===== src/rtl/pressure_temperature_compensation_top_macros.svh =====
// Assertion helpers shared by the compensation RTL.
`ifndef PRESSURE_TEMPERATURE_COMPENSATION_TOP_MACROS_SVH
`define PRESSURE_TEMPERATURE_COMPENSATION_TOP_MACROS_SVH

// Same-cycle implication, disabled while reset is asserted.
`define PTC_ASSERT_IMP(label, clk, rst_n, ante, cons, msg) \
  label: assert property (@(posedge clk) disable iff (!rst_n) (ante) |-> (cons)) \
    else $error(msg);

// Next-cycle implication, disabled while reset is asserted.
`define PTC_ASSERT_NXT(label, clk, rst_n, ante, cons, msg) \
  label: assert property (@(posedge clk) disable iff (!rst_n) (ante) |=> (cons)) \
    else $error(msg);

`endif


===== src/rtl/ptc_pkg.sv =====
`default_nettype none

package ptc_pkg;

  localparam int unsigned CalW    = 16;
  localparam int unsigned RawW    = 24;
  localparam int unsigned DtW     = 26;
  localparam int unsigned DevW    = 18;
  localparam int unsigned SqW     = 36;
  localparam int unsigned T2W     = 17;
  localparam int unsigned SensW   = 40;
  localparam int unsigned OffW    = 40;
  localparam int unsigned CorrW   = 39;
  localparam int unsigned TempW   = 19;
  localparam int unsigned PressW  = 32;
  localparam int unsigned CfgIdxW = 3;

  localparam int unsigned TempStages  = 4;
  localparam int unsigned PressStages = 7;
  localparam int unsigned Latency     = TempStages + PressStages;
  localparam int unsigned CntW        = $clog2(Latency + 1);

  localparam logic signed [PressW-1:0] PressMax = 32'sh7FFF_FFFF;
  localparam logic signed [PressW-1:0] PressMin = 32'sh8000_0000;

  typedef enum logic [CfgIdxW-1:0] {
    REG_PRESSURE_SENS     = 3'd0,
    REG_PRESSURE_OFFSET   = 3'd1,
    REG_SENS_TEMP_COEFF   = 3'd2,
    REG_OFFSET_TEMP_COEFF = 3'd3,
    REG_REFERENCE_TEMP    = 3'd4,
    REG_TEMP_COEFF        = 3'd5
  } cal_reg_e;

  localparam logic [CfgIdxW-1:0] RegLast = REG_TEMP_COEFF;

  typedef struct packed {
    logic [CalW-1:0] pressure_sens;
    logic [CalW-1:0] pressure_offset;
    logic [CalW-1:0] sens_temp_coeff;
    logic [CalW-1:0] offset_temp_coeff;
    logic [CalW-1:0] reference_temp;
    logic [CalW-1:0] temp_coeff;
  } cal_t;

  // Hand-off from the temperature section to the pressure section.
  typedef struct packed {
    logic signed [TempW-1:0] temp;
    logic signed [SensW-1:0] sens1;
    logic signed [OffW-1:0]  off1;
    logic [SqW-1:0]          sq;
    logic [SqW-1:0]          lsq;
    logic                    below20;
    logic                    below_m15;
    logic [RawW-1:0]         d1;
  } temp_res_t;

endpackage

`default_nettype wire


===== src/rtl/ptc_cal_regs.sv =====
`default_nettype none
`include "pressure_temperature_compensation_top_macros.svh"

module ptc_cal_regs (
  input  wire logic                         clk_i,
  input  wire logic                         rst_ni,
  input  wire logic                         cfg_valid_i,
  output      logic                         cfg_ready_o,
  input  wire logic [ptc_pkg::CfgIdxW-1:0]  cfg_index_i,
  input  wire logic [ptc_pkg::CalW-1:0]     cfg_data_i,
  output      ptc_pkg::cal_t                cal_o
);

  ptc_pkg::cal_t cal_q, cal_d;

  assign cfg_ready_o = 1'b1;

  always_comb begin
    cal_d = cal_q;
    if (cfg_valid_i) begin
      case (ptc_pkg::cal_reg_e'(cfg_index_i))
        ptc_pkg::REG_PRESSURE_SENS:     cal_d.pressure_sens     = cfg_data_i;
        ptc_pkg::REG_PRESSURE_OFFSET:   cal_d.pressure_offset   = cfg_data_i;
        ptc_pkg::REG_SENS_TEMP_COEFF:   cal_d.sens_temp_coeff   = cfg_data_i;
        ptc_pkg::REG_OFFSET_TEMP_COEFF: cal_d.offset_temp_coeff = cfg_data_i;
        ptc_pkg::REG_REFERENCE_TEMP:    cal_d.reference_temp    = cfg_data_i;
        ptc_pkg::REG_TEMP_COEFF:        cal_d.temp_coeff        = cfg_data_i;
        default: ; // drop writes beyond the register list
      endcase
    end
  end

  always_ff @(posedge clk_i or negedge rst_ni) begin
    if (!rst_ni) begin
      cal_q <= '0;
    end else begin
      cal_q <= cal_d;
    end
  end

  assign cal_o = cal_q;

  `PTC_ASSERT_NXT(a_bad_index_ignored, clk_i, rst_ni,
    cfg_valid_i && (cfg_index_i > ptc_pkg::RegLast), $stable(cal_q),
    "write beyond register list changed calibration")

endmodule

`default_nettype wire


===== config.mk =====
export PLATFORM = sky130hd
export DESIGN_NAME = ptc_cal_regs
export DESIGN_NICKNAME = d
export VERILOG_FILES = /design/src/rtl/ptc_pkg.sv /design/src/rtl/ptc_cal_regs.sv
export VERILOG_INCLUDE_DIRS = /design/src /design/src/rtl
export SDC_FILE = /design/constraint.sdc
export NUM_CORES = 1
export LEC_CHECK = 0
export BUFFER_PORTS_ARGS = -buffer_cell sky130_fd_sc_hd__buf_2
export CORE_MARGIN = 2
export CORE_UTILIZATION = 45
export CTS_BUF_LIST = sky130_fd_sc_hd__clkbuf_8 sky130_fd_sc_hd__clkbuf_16
export CTS_CLUSTER_SIZE = 16
export DETAILED_ROUTE_END_ITERATION = 12
export GPL_TIMING_DRIVEN = 0
export PLACE_DENSITY_LB_ADDON = 0.08
export SLEW_MARGIN = 10
export SYNTH_ARGS = -nofsm -noshare
export SYNTH_HDL_FRONTEND = slang
export SYNTH_SLANG_ARGS = --single-unit

===== constraint.sdc =====
create_clock -name clk_i -period 0.9 [get_ports clk_i]
set_clock_uncertainty 0.15 [all_clocks]
set_input_delay 0.045 -clock clk_i [delete_from_list [all_inputs] [get_ports clk_i]]
set_output_delay 0.045 -clock clk_i [all_outputs]
set_load 0.01 [all_outputs]

==> run summary <==
Clock Sink Count -> 96
Wl on met1 -> 4.30 mm
Gpl congestion -> 0.680
DRT Pass-1 Iters -> 4
Register Area -> 2400 um2
Cell Rows -> 33
Yosys top cell area share -> 65.1%
First-pass GRT wire length -> 14.1 mm
Failing checks -> hold timing, setup timing
Pwr Density -> 2230 nW/um2
Vias in the first global route -> 2546
Yosys top cell by area -> dfrtp_1
Crit end category -> output pin
Largest family of logic cells by synthesized area -> multiplexers
FF+latch count, synth -> 96
Via count -> 2570
Fmax -> 894 MHz
WL met3 -> 455 um
Outcome -> finished, violations left
XOR/XNOR share of the synthesized area -> 0%
Worst vdd ir -> 0.00112 V
Int Pwr -> 9.85 mW
Synth top cells by count -> dfrtp_1, mux2_2, buf_6
Most frequent cell after synthesis -> dfrtp_1
Starting Density -> 45.6%
Largest delay share family, worst path -> flip-flops
Peak per-stage delay on the critical path -> 0.41 ns
Num CTS Buffers -> 9
Remaining DRCs -> 0
Mean post-synth cell area -> 17.6 um2
R2R setup slack -> -0.16 ns
Logic pwr share -> 33.6%
Compound-Gate Fraction of Synth Area -> 0%
Root Driver -> clkbuf_8
Reg-to-reg critical path startpoint -> cal_o[23]$_DFFE_PN0P_
Async SR Flop Fraction -> 100%
Crit Reg-Reg Endpoint -> cal_o[23]$_DFFE_PN0P_
Worst-path clk slew -> 0.10 ns
DIE WIDTH -> 94.6 um
Net count, final -> 443
Max Fanout on Critical Path -> 2
Final Hold Vio Count -> 108
Cell variety after synth -> 12
Period utilization -> 124%
Diode count -> 0
Overflow after GRT -> 0
Synth warnings -> 0
Fin util -> 75.5%
Slew headroom -> 66.5%
Ports -> 119
Initial antenna violation count -> 0
Filler cells -> 497
Wirelength, routed -> 9.67 mm
Tightest Hold Check Type -> input pin to async pin
Largest cells by area after synthesis -> dfrtp_1, mux2_2, buf_6
Syn Inst Count -> 210
Met2 routed WL -> 4.81 mm
Pin count of the biggest net entering global routing -> 60
Post-Syn Area -> 3690 um2
Clk_lat worst skew -> 0.35 ns
Switch Pwr -> 3.78 mW
Via density per instance -> 4.84
Largest register FFs -> 96
Proportion of layout cells with a drive suffix above 1 -> 73.7%
Multi-input logic area -> 1510 um2
Crit path required time -> 0.70 ns
Setup TNS -> -25.74 ns
Top routing layer used -> met4
Final worst setup slack -> -0.218 ns
Ys flop type -> dfrtp_1
Simple-Gate Fraction of Synth Area -> 2.48%
CTS tree -> built
RSZ-0062 raised after global routing -> yes
Worst Reg-to-Reg Cells -> 2
Die Span Y -> 94.6 um
CTS Hold Bufs -> 14
Hold_ws -> -0.512 ns
Adder-cell share of the synthesized area -> 0%
Crit path DAT -> 0.92 ns
DRT iter0 DRCs -> 45
Startpoint types -> flop
IO buf count -> 116
Design Power -> 13.6 mW
Mux share of post-synthesis cell area -> 29.3%
Sw Ratio -> 27.7%
CTS H-tree depth -> 3
Static Leak -> 3.09 nW
Core area -> 8090 um2
GRT Resource Usage Total -> 21.1%
Max-slew violations -> 0
WP buf/inv -> 1
Longest Clk Path Bufs -> 2
Crit path kind -> flop to output pin
Post-synth EDFFs -> 0
Sequential element share of the synthesized area -> 65.1%
Max cap viols -> 0
Hpwl dp -> 5.32 mm
Mapped Nets -> 232
Area grow syn2layout -> 65.6%
Worst-Margin Slew -> 0.502 ns
Final setup vio count -> 185
CP cell instances -> buf_2
WL/cell -> 18.2 um
Clk network pwr share -> 23.4%
Total Die Area -> 8940 um2
Register share of total power -> 43.0%
Post-detailed-route count of antenna-violating nets -> 0
Final worst path period need -> 1.12 ns
Slowest library cell on the worst path -> dfrtp_1
[metal layers]
metal	track usage, %	up-vias
li1	-	1168
met1	29.8	1315
met2	33.5	75
met3	4.39	12
met4	5.80	0
met5	0	-
[kinds of logic (layout without fill, tap and decap cells)]
kind of cell,count (synthesis),count (layout)
muxes,96,96
other,1,1
buffers and inverters,11,227
and+or+nand+nor,6,6
DFF,96,96
[power by group through the flow]
stage / clock network [mW] / registers (mW) / logic (mW)
after floorplan: 0 / 6.27 / 1.20
after global placement: 0 / 5.80 / 2.98
after detailed placement: 0 / 5.82 / 3.04
after CTS: 3.23 / 5.76 / 4.00
after global routing: 3.42 / 5.98 / 4.91
final: 3.19 / 5.86 / 4.59
[cells in the final DEF, fill, tap and decap left out]
cell type,netlist,routed
dfrtp_1,96,96
buf_2,2,91
mux2_4,0,84
buf_6,7,59
buf_4,1,30
dlygate4sd3_1,0,14
mux2_2,95,12
buf_12,0,10
clkbuf_8,0,9
buf_16,0,4
buf_8,1,3
and4bb_2,2,2
nand4b_4,0,2
bufinv_16,0,2
clkinvlp_4,0,2
nor4b_4,1,1
and4bb_1,1,1
conb_1,1,1
inv_6,0,1
clkinv_4,0,1
inv_8,0,1
[stage by stage]
stage	worst slack, ns	cells	hold slack, ns	instance area [um2]
2_1_floorplan	-0.480	210	-0.401	3890
3_5_place_dp	-0.875	432	-0.100	4630
6_report	-0.218	531	-0.512	6110
5_1_grt	-0.258	531	-0.481	6110
4_1_cts	-0.217	510	-0.499	5710
3_3_place_gp	-1.34	431	0.204	4600
[final cells by class]
| class | instances | area share [%] |
|---|---|---|
| Multi-Input combinational cell | 103 | 24.7 |
| Tap cell | 105 | 2.15 |
| Clock inverter | 7 | 1.70 |
| Clock buffer | 9 | 2.03 |
| Buffer | 11 | 3.09 |
| Timing Repair Buffer | 200 | 27.0 |
| Sequential cell | 96 | 39.3 |
[timing repair]
| action | 4_1_cts | 5_1_grt |
|---|---|---|
| pin swaps | 4 | 2 |
| endpoints found under the setup margin | 182 | 192 |
| hold endpoints to repair | 192 | 69 |
| gates resized for setup | 70 | 57 |
| cloned | 4 | 0 |
| setup buffers | 44 | 21 |
[worst max path at each step]
stage / slack, ns / endpoint / start / cells after the start
after floorplan: -0.48 / cal_o[80]$_DFFE_PN0P_ / cfg_index_i[0] / 4
after global placement: -1.34 / cal_o[81]$_DFFE_PN0P_ / rst_ni / 1
after detailed placement: -0.88 / cal_o[80]$_DFFE_PN0P_ / cfg_index_i[1] / 4
after CTS: -0.22 / cal_o[41] / cal_o[41]$_DFFE_PN0P_ / 1
after global routing: -0.26 / cal_o[11] / cal_o[11]$_DFFE_PN0P_ / 1
final: -0.22 / cal_o[11] / cal_o[11]$_DFFE_PN0P_ / 1
Note: power is estimated with default switching activity, not from simulation.
