### src/rtl/pressure_temperature_compensation_top_macros.svh
// Assertion helpers shared by the compensation RTL.
`ifndef PRESSURE_TEMPERATURE_COMPENSATION_TOP_MACROS_SVH
`define PRESSURE_TEMPERATURE_COMPENSATION_TOP_MACROS_SVH

// Same-cycle implication, disabled while reset is asserted.
`define PTC_ASSERT_IMP(label, clk, rst_n, ante, cons, msg) \
  label: assert property (@(posedge clk) disable iff (!rst_n) (ante) |-> (cons)) \
    else $error(msg);

// Next-cycle implication, disabled while reset is asserted.
`define PTC_ASSERT_NXT(label, clk, rst_n, ante, cons, msg) \
  label: assert property (@(posedge clk) disable iff (!rst_n) (ante) |=> (cons)) \
    else $error(msg);

`endif

### src/rtl/ptc_pkg.sv
`default_nettype none

package ptc_pkg;

  localparam int unsigned CalW    = 16;
  localparam int unsigned RawW    = 24;
  localparam int unsigned DtW     = 26;
  localparam int unsigned DevW    = 18;
  localparam int unsigned SqW     = 36;
  localparam int unsigned T2W     = 17;
  localparam int unsigned SensW   = 40;
  localparam int unsigned OffW    = 40;
  localparam int unsigned CorrW   = 39;
  localparam int unsigned TempW   = 19;
  localparam int unsigned PressW  = 32;
  localparam int unsigned CfgIdxW = 3;

  localparam int unsigned TempStages  = 4;
  localparam int unsigned PressStages = 7;
  localparam int unsigned Latency     = TempStages + PressStages;
  localparam int unsigned CntW        = $clog2(Latency + 1);

  localparam logic signed [PressW-1:0] PressMax = 32'sh7FFF_FFFF;
  localparam logic signed [PressW-1:0] PressMin = 32'sh8000_0000;

  typedef enum logic [CfgIdxW-1:0] {
    REG_PRESSURE_SENS     = 3'd0,
    REG_PRESSURE_OFFSET   = 3'd1,
    REG_SENS_TEMP_COEFF   = 3'd2,
    REG_OFFSET_TEMP_COEFF = 3'd3,
    REG_REFERENCE_TEMP    = 3'd4,
    REG_TEMP_COEFF        = 3'd5
  } cal_reg_e;

  localparam logic [CfgIdxW-1:0] RegLast = REG_TEMP_COEFF;

  typedef struct packed {
    logic [CalW-1:0] pressure_sens;
    logic [CalW-1:0] pressure_offset;
    logic [CalW-1:0] sens_temp_coeff;
    logic [CalW-1:0] offset_temp_coeff;
    logic [CalW-1:0] reference_temp;
    logic [CalW-1:0] temp_coeff;
  } cal_t;

  // Hand-off from the temperature section to the pressure section.
  typedef struct packed {
    logic signed [TempW-1:0] temp;
    logic signed [SensW-1:0] sens1;
    logic signed [OffW-1:0]  off1;
    logic [SqW-1:0]          sq;
    logic [SqW-1:0]          lsq;
    logic                    below20;
    logic                    below_m15;
    logic [RawW-1:0]         d1;
  } temp_res_t;

endpackage

`default_nettype wire

### src/rtl/ptc_press_pipe.sv
`default_nettype none

module ptc_press_pipe (
  input  wire logic                                clk_i,
  input  wire logic                                rst_ni,
  input  wire logic                                res_valid_i,
  output      logic                                res_ready_o,
  input  wire ptc_pkg::temp_res_t                  res_i,
  output      logic                                out_valid_o,
  input  wire logic                                out_ready_i,
  output      logic signed [ptc_pkg::TempW-1:0]    temperature_centi_o,
  output      logic signed [ptc_pkg::PressW-1:0]   pressure_deci_mbar_o
);

  localparam int unsigned N = ptc_pkg::PressStages;

  logic [N-1:0] vld_q, vld_d, rdy;

  always_comb begin
    rdy[N-1] = !vld_q[N-1] || out_ready_i;
    for (int k = N - 2; k >= 0; k--) begin
      rdy[k] = !vld_q[k] || rdy[k+1];
    end
    vld_d[0] = rdy[0] ? res_valid_i : vld_q[0];
    for (int k = 1; k < N; k++) begin
      vld_d[k] = rdy[k] ? vld_q[k-1] : vld_q[k];
    end
  end

  always_ff @(posedge clk_i or negedge rst_ni) begin
    if (!rst_ni) begin
      vld_q <= '0;
    end else begin
      vld_q <= vld_d;
    end
  end

  // Stage 5: second-order offset and sensitivity corrections
  logic [37:0] sq3, sq5, lsq4;
  logic [38:0] lsq7;
  logic [ptc_pkg::CorrW-1:0] s5_off2_q, s5_off2_d, s5_sens2_q, s5_sens2_d;
  logic signed [ptc_pkg::SensW-1:0] s5_sens1_q;
  logic signed [ptc_pkg::OffW-1:0]  s5_off1_q;
  logic signed [ptc_pkg::TempW-1:0] s5_temp_q;
  logic [ptc_pkg::RawW-1:0]         s5_d1_q;

  assign sq3  = {2'b00, res_i.sq} + {1'b0, res_i.sq, 1'b0};
  assign sq5  = {2'b00, res_i.sq} + {res_i.sq, 2'b00};
  assign lsq4 = {res_i.lsq, 2'b00};
  assign lsq7 = {res_i.lsq, 3'b000} - {3'b000, res_i.lsq};

  always_comb begin
    if (res_i.below20) begin
      s5_off2_d  = 39'(sq3[37:1]) + (res_i.below_m15 ? lsq7 : 39'd0);
      s5_sens2_d = 39'(sq5[37:3]) + (res_i.below_m15 ? 39'(lsq4) : 39'd0);
    end else begin
      s5_off2_d  = 39'(res_i.sq[ptc_pkg::SqW-1:4]);
      s5_sens2_d = '0;
    end
  end

  // Stage 6: apply corrections
  logic signed [ptc_pkg::SensW-1:0] s6_sens_q, s6_sens_d;
  logic signed [ptc_pkg::OffW-1:0]  s6_off_q, s6_off_d;
  logic signed [ptc_pkg::TempW-1:0] s6_temp_q;
  logic [ptc_pkg::RawW-1:0]         s6_d1_q;

  assign s6_sens_d = s5_sens1_q - $signed({1'b0, s5_sens2_q});
  assign s6_off_d  = s5_off1_q - $signed({1'b0, s5_off2_q});

  // Stage 7: D1 * SENS as two partial products
  logic [43:0]        s7_lo_q, s7_lo_d;
  logic signed [44:0] s7_hi_q, s7_hi_d;
  logic signed [ptc_pkg::OffW-1:0]  s7_off_q;
  logic signed [ptc_pkg::TempW-1:0] s7_temp_q;

  assign s7_lo_d = s6_d1_q * s6_sens_q[19:0];
  assign s7_hi_d = $signed({1'b0, s6_d1_q}) * $signed(s6_sens_q[39:20]);

  // Stage 8: merge partial products
  logic signed [63:0] s8_prod_q, s8_prod_d;
  logic signed [ptc_pkg::OffW-1:0]  s8_off_q;
  logic signed [ptc_pkg::TempW-1:0] s8_temp_q;

  assign s8_prod_d = (64'(s7_hi_q) <<< 20) + $signed({20'd0, s7_lo_q});

  // Stage 9: divide by 2^21 toward zero
  logic signed [63:0] prod_adj;
  logic signed [42:0] s9_x_q, s9_x_d;
  logic signed [ptc_pkg::OffW-1:0]  s9_off_q;
  logic signed [ptc_pkg::TempW-1:0] s9_temp_q;

  assign prod_adj = s8_prod_q + (s8_prod_q[63] ? 64'sd2097151 : 64'sd0);
  assign s9_x_d   = 43'(prod_adj >>> 21);

  // Stage 10: subtract offset
  logic signed [43:0] s10_y_q, s10_y_d;
  logic signed [ptc_pkg::TempW-1:0] s10_temp_q;

  assign s10_y_d = 44'(s9_x_q) - 44'(s9_off_q);

  // Stage 11: divide by 2^15 toward zero, saturate, output register
  logic signed [43:0] y_adj, z;
  logic signed [ptc_pkg::PressW-1:0] s11_p_q, s11_p_d;
  logic signed [ptc_pkg::TempW-1:0]  s11_temp_q;

  assign y_adj = s10_y_q + (s10_y_q[43] ? 44'sd32767 : 44'sd0);
  assign z     = y_adj >>> 15;

  always_comb begin
    if (z > 44'(ptc_pkg::PressMax)) begin
      s11_p_d = ptc_pkg::PressMax;
    end else if (z < 44'(ptc_pkg::PressMin)) begin
      s11_p_d = ptc_pkg::PressMin;
    end else begin
      s11_p_d = z[ptc_pkg::PressW-1:0];
    end
  end

  always_ff @(posedge clk_i) begin
    if (rdy[0]) begin
      s5_off2_q  <= s5_off2_d;
      s5_sens2_q <= s5_sens2_d;
      s5_sens1_q <= res_i.sens1;
      s5_off1_q  <= res_i.off1;
      s5_temp_q  <= res_i.temp;
      s5_d1_q    <= res_i.d1;
    end
    if (rdy[1]) begin
      s6_sens_q <= s6_sens_d;
      s6_off_q  <= s6_off_d;
      s6_temp_q <= s5_temp_q;
      s6_d1_q   <= s5_d1_q;
    end
    if (rdy[2]) begin
      s7_lo_q   <= s7_lo_d;
      s7_hi_q   <= s7_hi_d;
      s7_off_q  <= s6_off_q;
      s7_temp_q <= s6_temp_q;
    end
    if (rdy[3]) begin
      s8_prod_q <= s8_prod_d;
      s8_off_q  <= s7_off_q;
      s8_temp_q <= s7_temp_q;
    end
    if (rdy[4]) begin
      s9_x_q    <= s9_x_d;
      s9_off_q  <= s8_off_q;
      s9_temp_q <= s8_temp_q;
    end
    if (rdy[5]) begin
      s10_y_q    <= s10_y_d;
      s10_temp_q <= s9_temp_q;
    end
    if (rdy[6]) begin
      s11_p_q    <= s11_p_d;
      s11_temp_q <= s10_temp_q;
    end
  end

  assign res_ready_o          = rdy[0];
  assign out_valid_o          = vld_q[N-1];
  assign temperature_centi_o  = s11_temp_q;
  assign pressure_deci_mbar_o = s11_p_q;

endmodule

`default_nettype wire

### config.mk
export PLATFORM = sky130hd
export DESIGN_NAME = ptc_press_pipe
export DESIGN_NICKNAME = d
export VERILOG_FILES = /design/src/rtl/pressure_temperature_compensation_top_macros.svh /design/src/rtl/ptc_pkg.sv /design/src/rtl/ptc_press_pipe.sv
export SDC_FILE = /design/constraint.sdc
export NUM_CORES = 2
export LEC_CHECK = 0
export BUFFER_PORTS_ARGS = -buffer_cell sky130_fd_sc_hd__buf_4
export CAP_MARGIN = 20
export CORE_ASPECT_RATIO = 1.25
export CORE_MARGIN = 4
export CORE_UTILIZATION = 60
export DETAILED_ROUTE_END_ITERATION = 10
export PLACE_DENSITY = 0.73
export SLEW_MARGIN = 20
export SYNTH_ARGS = -nofsm -noshare
export SYNTH_HDL_FRONTEND = slang
export SYNTH_SLANG_ARGS = --single-unit
### constraint.sdc
create_clock -name clk_i -period 28.6 [get_ports clk_i]
set_clock_uncertainty 0.05 [all_clocks]
set_input_delay 4.29 -clock clk_i [delete_from_list [all_inputs] [get_ports clk_i]]
set_output_delay 4.29 -clock clk_i [all_outputs]
set_load 0.005 [all_outputs]
==> run summary <==
The flow ran to the end, and the final reports show no timing, DRC or antenna violations. The maximum achievable frequency is 94.08 MHz. The worst slack at placement is 17.99 ns. The most common cell after layout, fill and taps aside is inv_1.

The area overhead of the layout relative to synthesis is 8.537%. The die extent in y came out at 402.3 um. The routed length on met1 is 69,510 um. Setup slack on the worst reg-to-reg path comes out at 20.03 ns.

The global-route wire length before repair came out at 287,700 um. The count of maximum capacitance violations is 0. The number of global-route vias before repair is about 54,000. The post-synthesis instance area came out at 74,620 um2. The detailed route wirelength on metal2 came out at 89,050 um. At the pin with the least slew margin, the transition time is roughly 1.2 ns. The I/O pin count is 254. The congestion estimate from routability-driven global placement came to 0.9508.

The top routing layer in use is met5. The via count of the routed design came out at 51,390. Measured in cells, the most critical reg-to-reg path has a length of 25. The tightest slew margin relative to the limit is between 20 and 25%. The starting utilization of the core area came out at 60.46%.

After routing, the total negative slack on setup checks comes to 0 ns. Leaving out fill and tap cells, the most frequent cells in the layout are inv_1, edfxtp_1, fa_1, ha_1, nand2_1. The area of the die is 130,100 um2. The largest fanout on the critical path came out at 30.

The number of CTS-inserted buffers is 82. In this run the worst hold path is classified as reg2reg. Dividing the detail-routed via count by the number of cells gives roughly 5.7. The path with the worst hold slack has its endpoint at s7_off_q[22]$_DFFE_PP_.

The final setup slack of the worst path came out at between 15 and 20 ns. The core region is 123,400 um2. After synthesis, the mean cell area works out to ~11 um2.

The maximum buffer depth of the clock tree came out at 3. The clock sink total came out at 815. Setup violations remaining at the end of the flow were counted as 0. The total setup buffers inserted after CTS came out at 0. During synthesis, Yosys emitted a total of 0 warnings.

The number of flip-flops and latches in the synthesized netlist came out at 815. The number of hold buffers added after cts came out at 0. The worst register-to-register path begins at s6_sens_q[11]$_DFFE_PP_.

The total overflow left after global routing is 0. The first-pass detailed-route iteration total is 5. The final number of max-transition violations came out at 0.

The clock insertion delay at the later pin of the skew report is roughly 0.70 ns. The number of instances in the synthesized netlist is 7,101. After clock tree synthesis, the clock-pin slew on the worst setup and hold paths is 0.06 ns. The count of distinct cell types in the synthesized netlist is between 90 and 100.

CTS placed an instance of clkbuf_16 at the clock tree root. The largest net degree at the start of global routing came out at 118. The most used flip-flop cell after synthesis is edfxtp_1. The post-DP HPWL is 136,300 um. The data required time at the worst endpoint came out at 24.26 ns.

The die outline width is 323.4 um. The aggregate routed wire length is roughly 180,000 um. Setup repair after global routing left no endpoint under its margin. The startpoint identified for the worst hold timing path is s6_off_q[22]$_DFFE_PP_.

The initial DRC count came out at between 3,000 and 4,000. The share of cells above drive strength 1 is 6.877%. In the final design database the tool counted 8,950 nets. The initial antenna violation count came out at 13. The critical path is of the in2out type. The worst setup path is captured at a primary output. The minimum clock period is approximately 11 ns. The DRC violation count after routing came out at 0. Counting instances, the worst hold path has a depth of 0. The total nets after synthesis came out at 8,776. The number of hold-slack violations in the final timing report came to 0.

Dividing the detail-routed wire length by the instance count gives between 15 and 20 um. For this run, asynchronously set or reset flops after synthesis account for 0.8589%. TritonCTS built the clock tree. The kind of start point of the critical path is an input port. The count of nets left with antenna violations once routing finished came out at 0. The number of gates resized after cts is 0. The worst reg2reg path endpoint is s7_lo_q[40]$_DFFE_PP_. STA puts the critical path data arrival time at approximately 6.3 ns. The number of H-tree branching levels is 3. The routed design uses 10,400 um of met3 wire. The number of port buffers is 253. The overall fraction of global-route tracks in use is 28.20%.

The share of the clock period used by the worst path came out at 37.17%. The count of flip-flops with a built-in enable after synthesis is 808. The share of synthesized area occupied by flip-flops and latches came out at about 33%. The floorplan has 144 rows.
-- worst max-delay path, cell delays in order --
cell	delay [ns]
buf_4	0.11
nor2b_1	0.37
nand3_4	0.45
nor2_1	0.65
nand4_1	0.23
buf_4	0.19
-- logic make-up (layout without fill, tap and decap cells) --
group | after synthesis | count (layout) | share of synthesized area (%)
and+or+nand+nor | 1932 | 1932 | 12.76
adders and majority gates | 1474 | 1474 | 32.70
buffers and inverters | 1320 | 1562 | 6.655
AOI/OAI and AO/OA | 1080 | 1080 | 9.416
DFF | 815 | 815 | 32.75
xor gates and xnor gates | 449 | 449 | 5.270
muxes | 31 | 31 | 0.4544
other | 0 | 6 | 0
-- synth_stat cells, drive strengths merged (11+ instances only) --
cell     instances  area, um2
a2111oi         12      112.6
a211oi          27      212.7
a21boi          15      112.6
a21o           200       1501
a21oi          340       1717
a31o            16      140.1
a31oi           31      206.4
and2           503       3147
and3            50      312.8
and4            15      131.4
clkbuf         210      788.3
edfxtp         808      24260
fa             793      15880
ha             681       8521
inv           1101       4133
mux2            23      259.0
nand2          666       2502
nand2b          70      437.9
nand3          102      510.5
nand4           33      206.5
nor2           314       1179
nor2b           59      369.1
nor3            61      315.3
o2111ai         12      105.1
o211ai          24      185.2
o21a            49      367.9
o21ai          181      909.6
o21bai          65      488.0
o31ai           11      87.58
or2             11      68.82
or3             14      87.58
xnor2          315       2759
xor2           134       1174
-- per-layer routing --
metal	vias to the layer above	GRT usage [%]
li1	23880	-
met1	25540	35.04
met2	1575	49.00
met3	390	4.265
met4	8	12.12
met5	-	0
-- flip-flops by register name, indices dropped and copies added (netlist names), 43 cells and up --
register	flops
s10_y_q	44
s7_hi_q	44
s7_lo_q	44
s8_prod_q	64
s9_x_q	43
-- worst max path at each step --
| stage | endpoint | slack [ns] | startpoint |
|---|---|---|---|
| final | res_ready_o | 17.97 | out_ready_i |
| after floorplan | res_ready_o | 10.72 | out_ready_i |
| after global routing | res_ready_o | 17.80 | out_ready_i |
| after CTS | res_ready_o | 17.94 | out_ready_i |
| after detailed placement | res_ready_o | 17.99 | out_ready_i |
| after global placement | res_ready_o | 18.03 | out_ready_i |
-- metrics by stage --
stage | util [%] | hold WS [ns] | cell area (um2) | cells
floorplan | - | 0.3503 | 74620 | 7101
global placement | 63.32 | 0.3502 | 78150 | 8796
detailed placement | 63.32 | 0.3545 | 78150 | 8796
CTS | 65.59 | 0.3402 | 80950 | 8948
global route | 65.61 | 0.3418 | 80970 | 8949
finish | 65.62 | 0.3423 | 80990 | 8955
-- final cells by class --
type	count	area, um2
Sequential cell	815	24440
Antenna cell	6	15.01
Fill cell	9628	42430
Tap cell	1606	2009
Clock buffer	90	2082
Inverter	1102	4140
Timing Repair Buffer	308	2341
Multi-Input combinational cell	4966	45250
Clock inverter	62	713.2
Power is left out: the tool's default activity adds up to more than one toggle a clock period on the data nets, which glitch-free logic cannot reach.
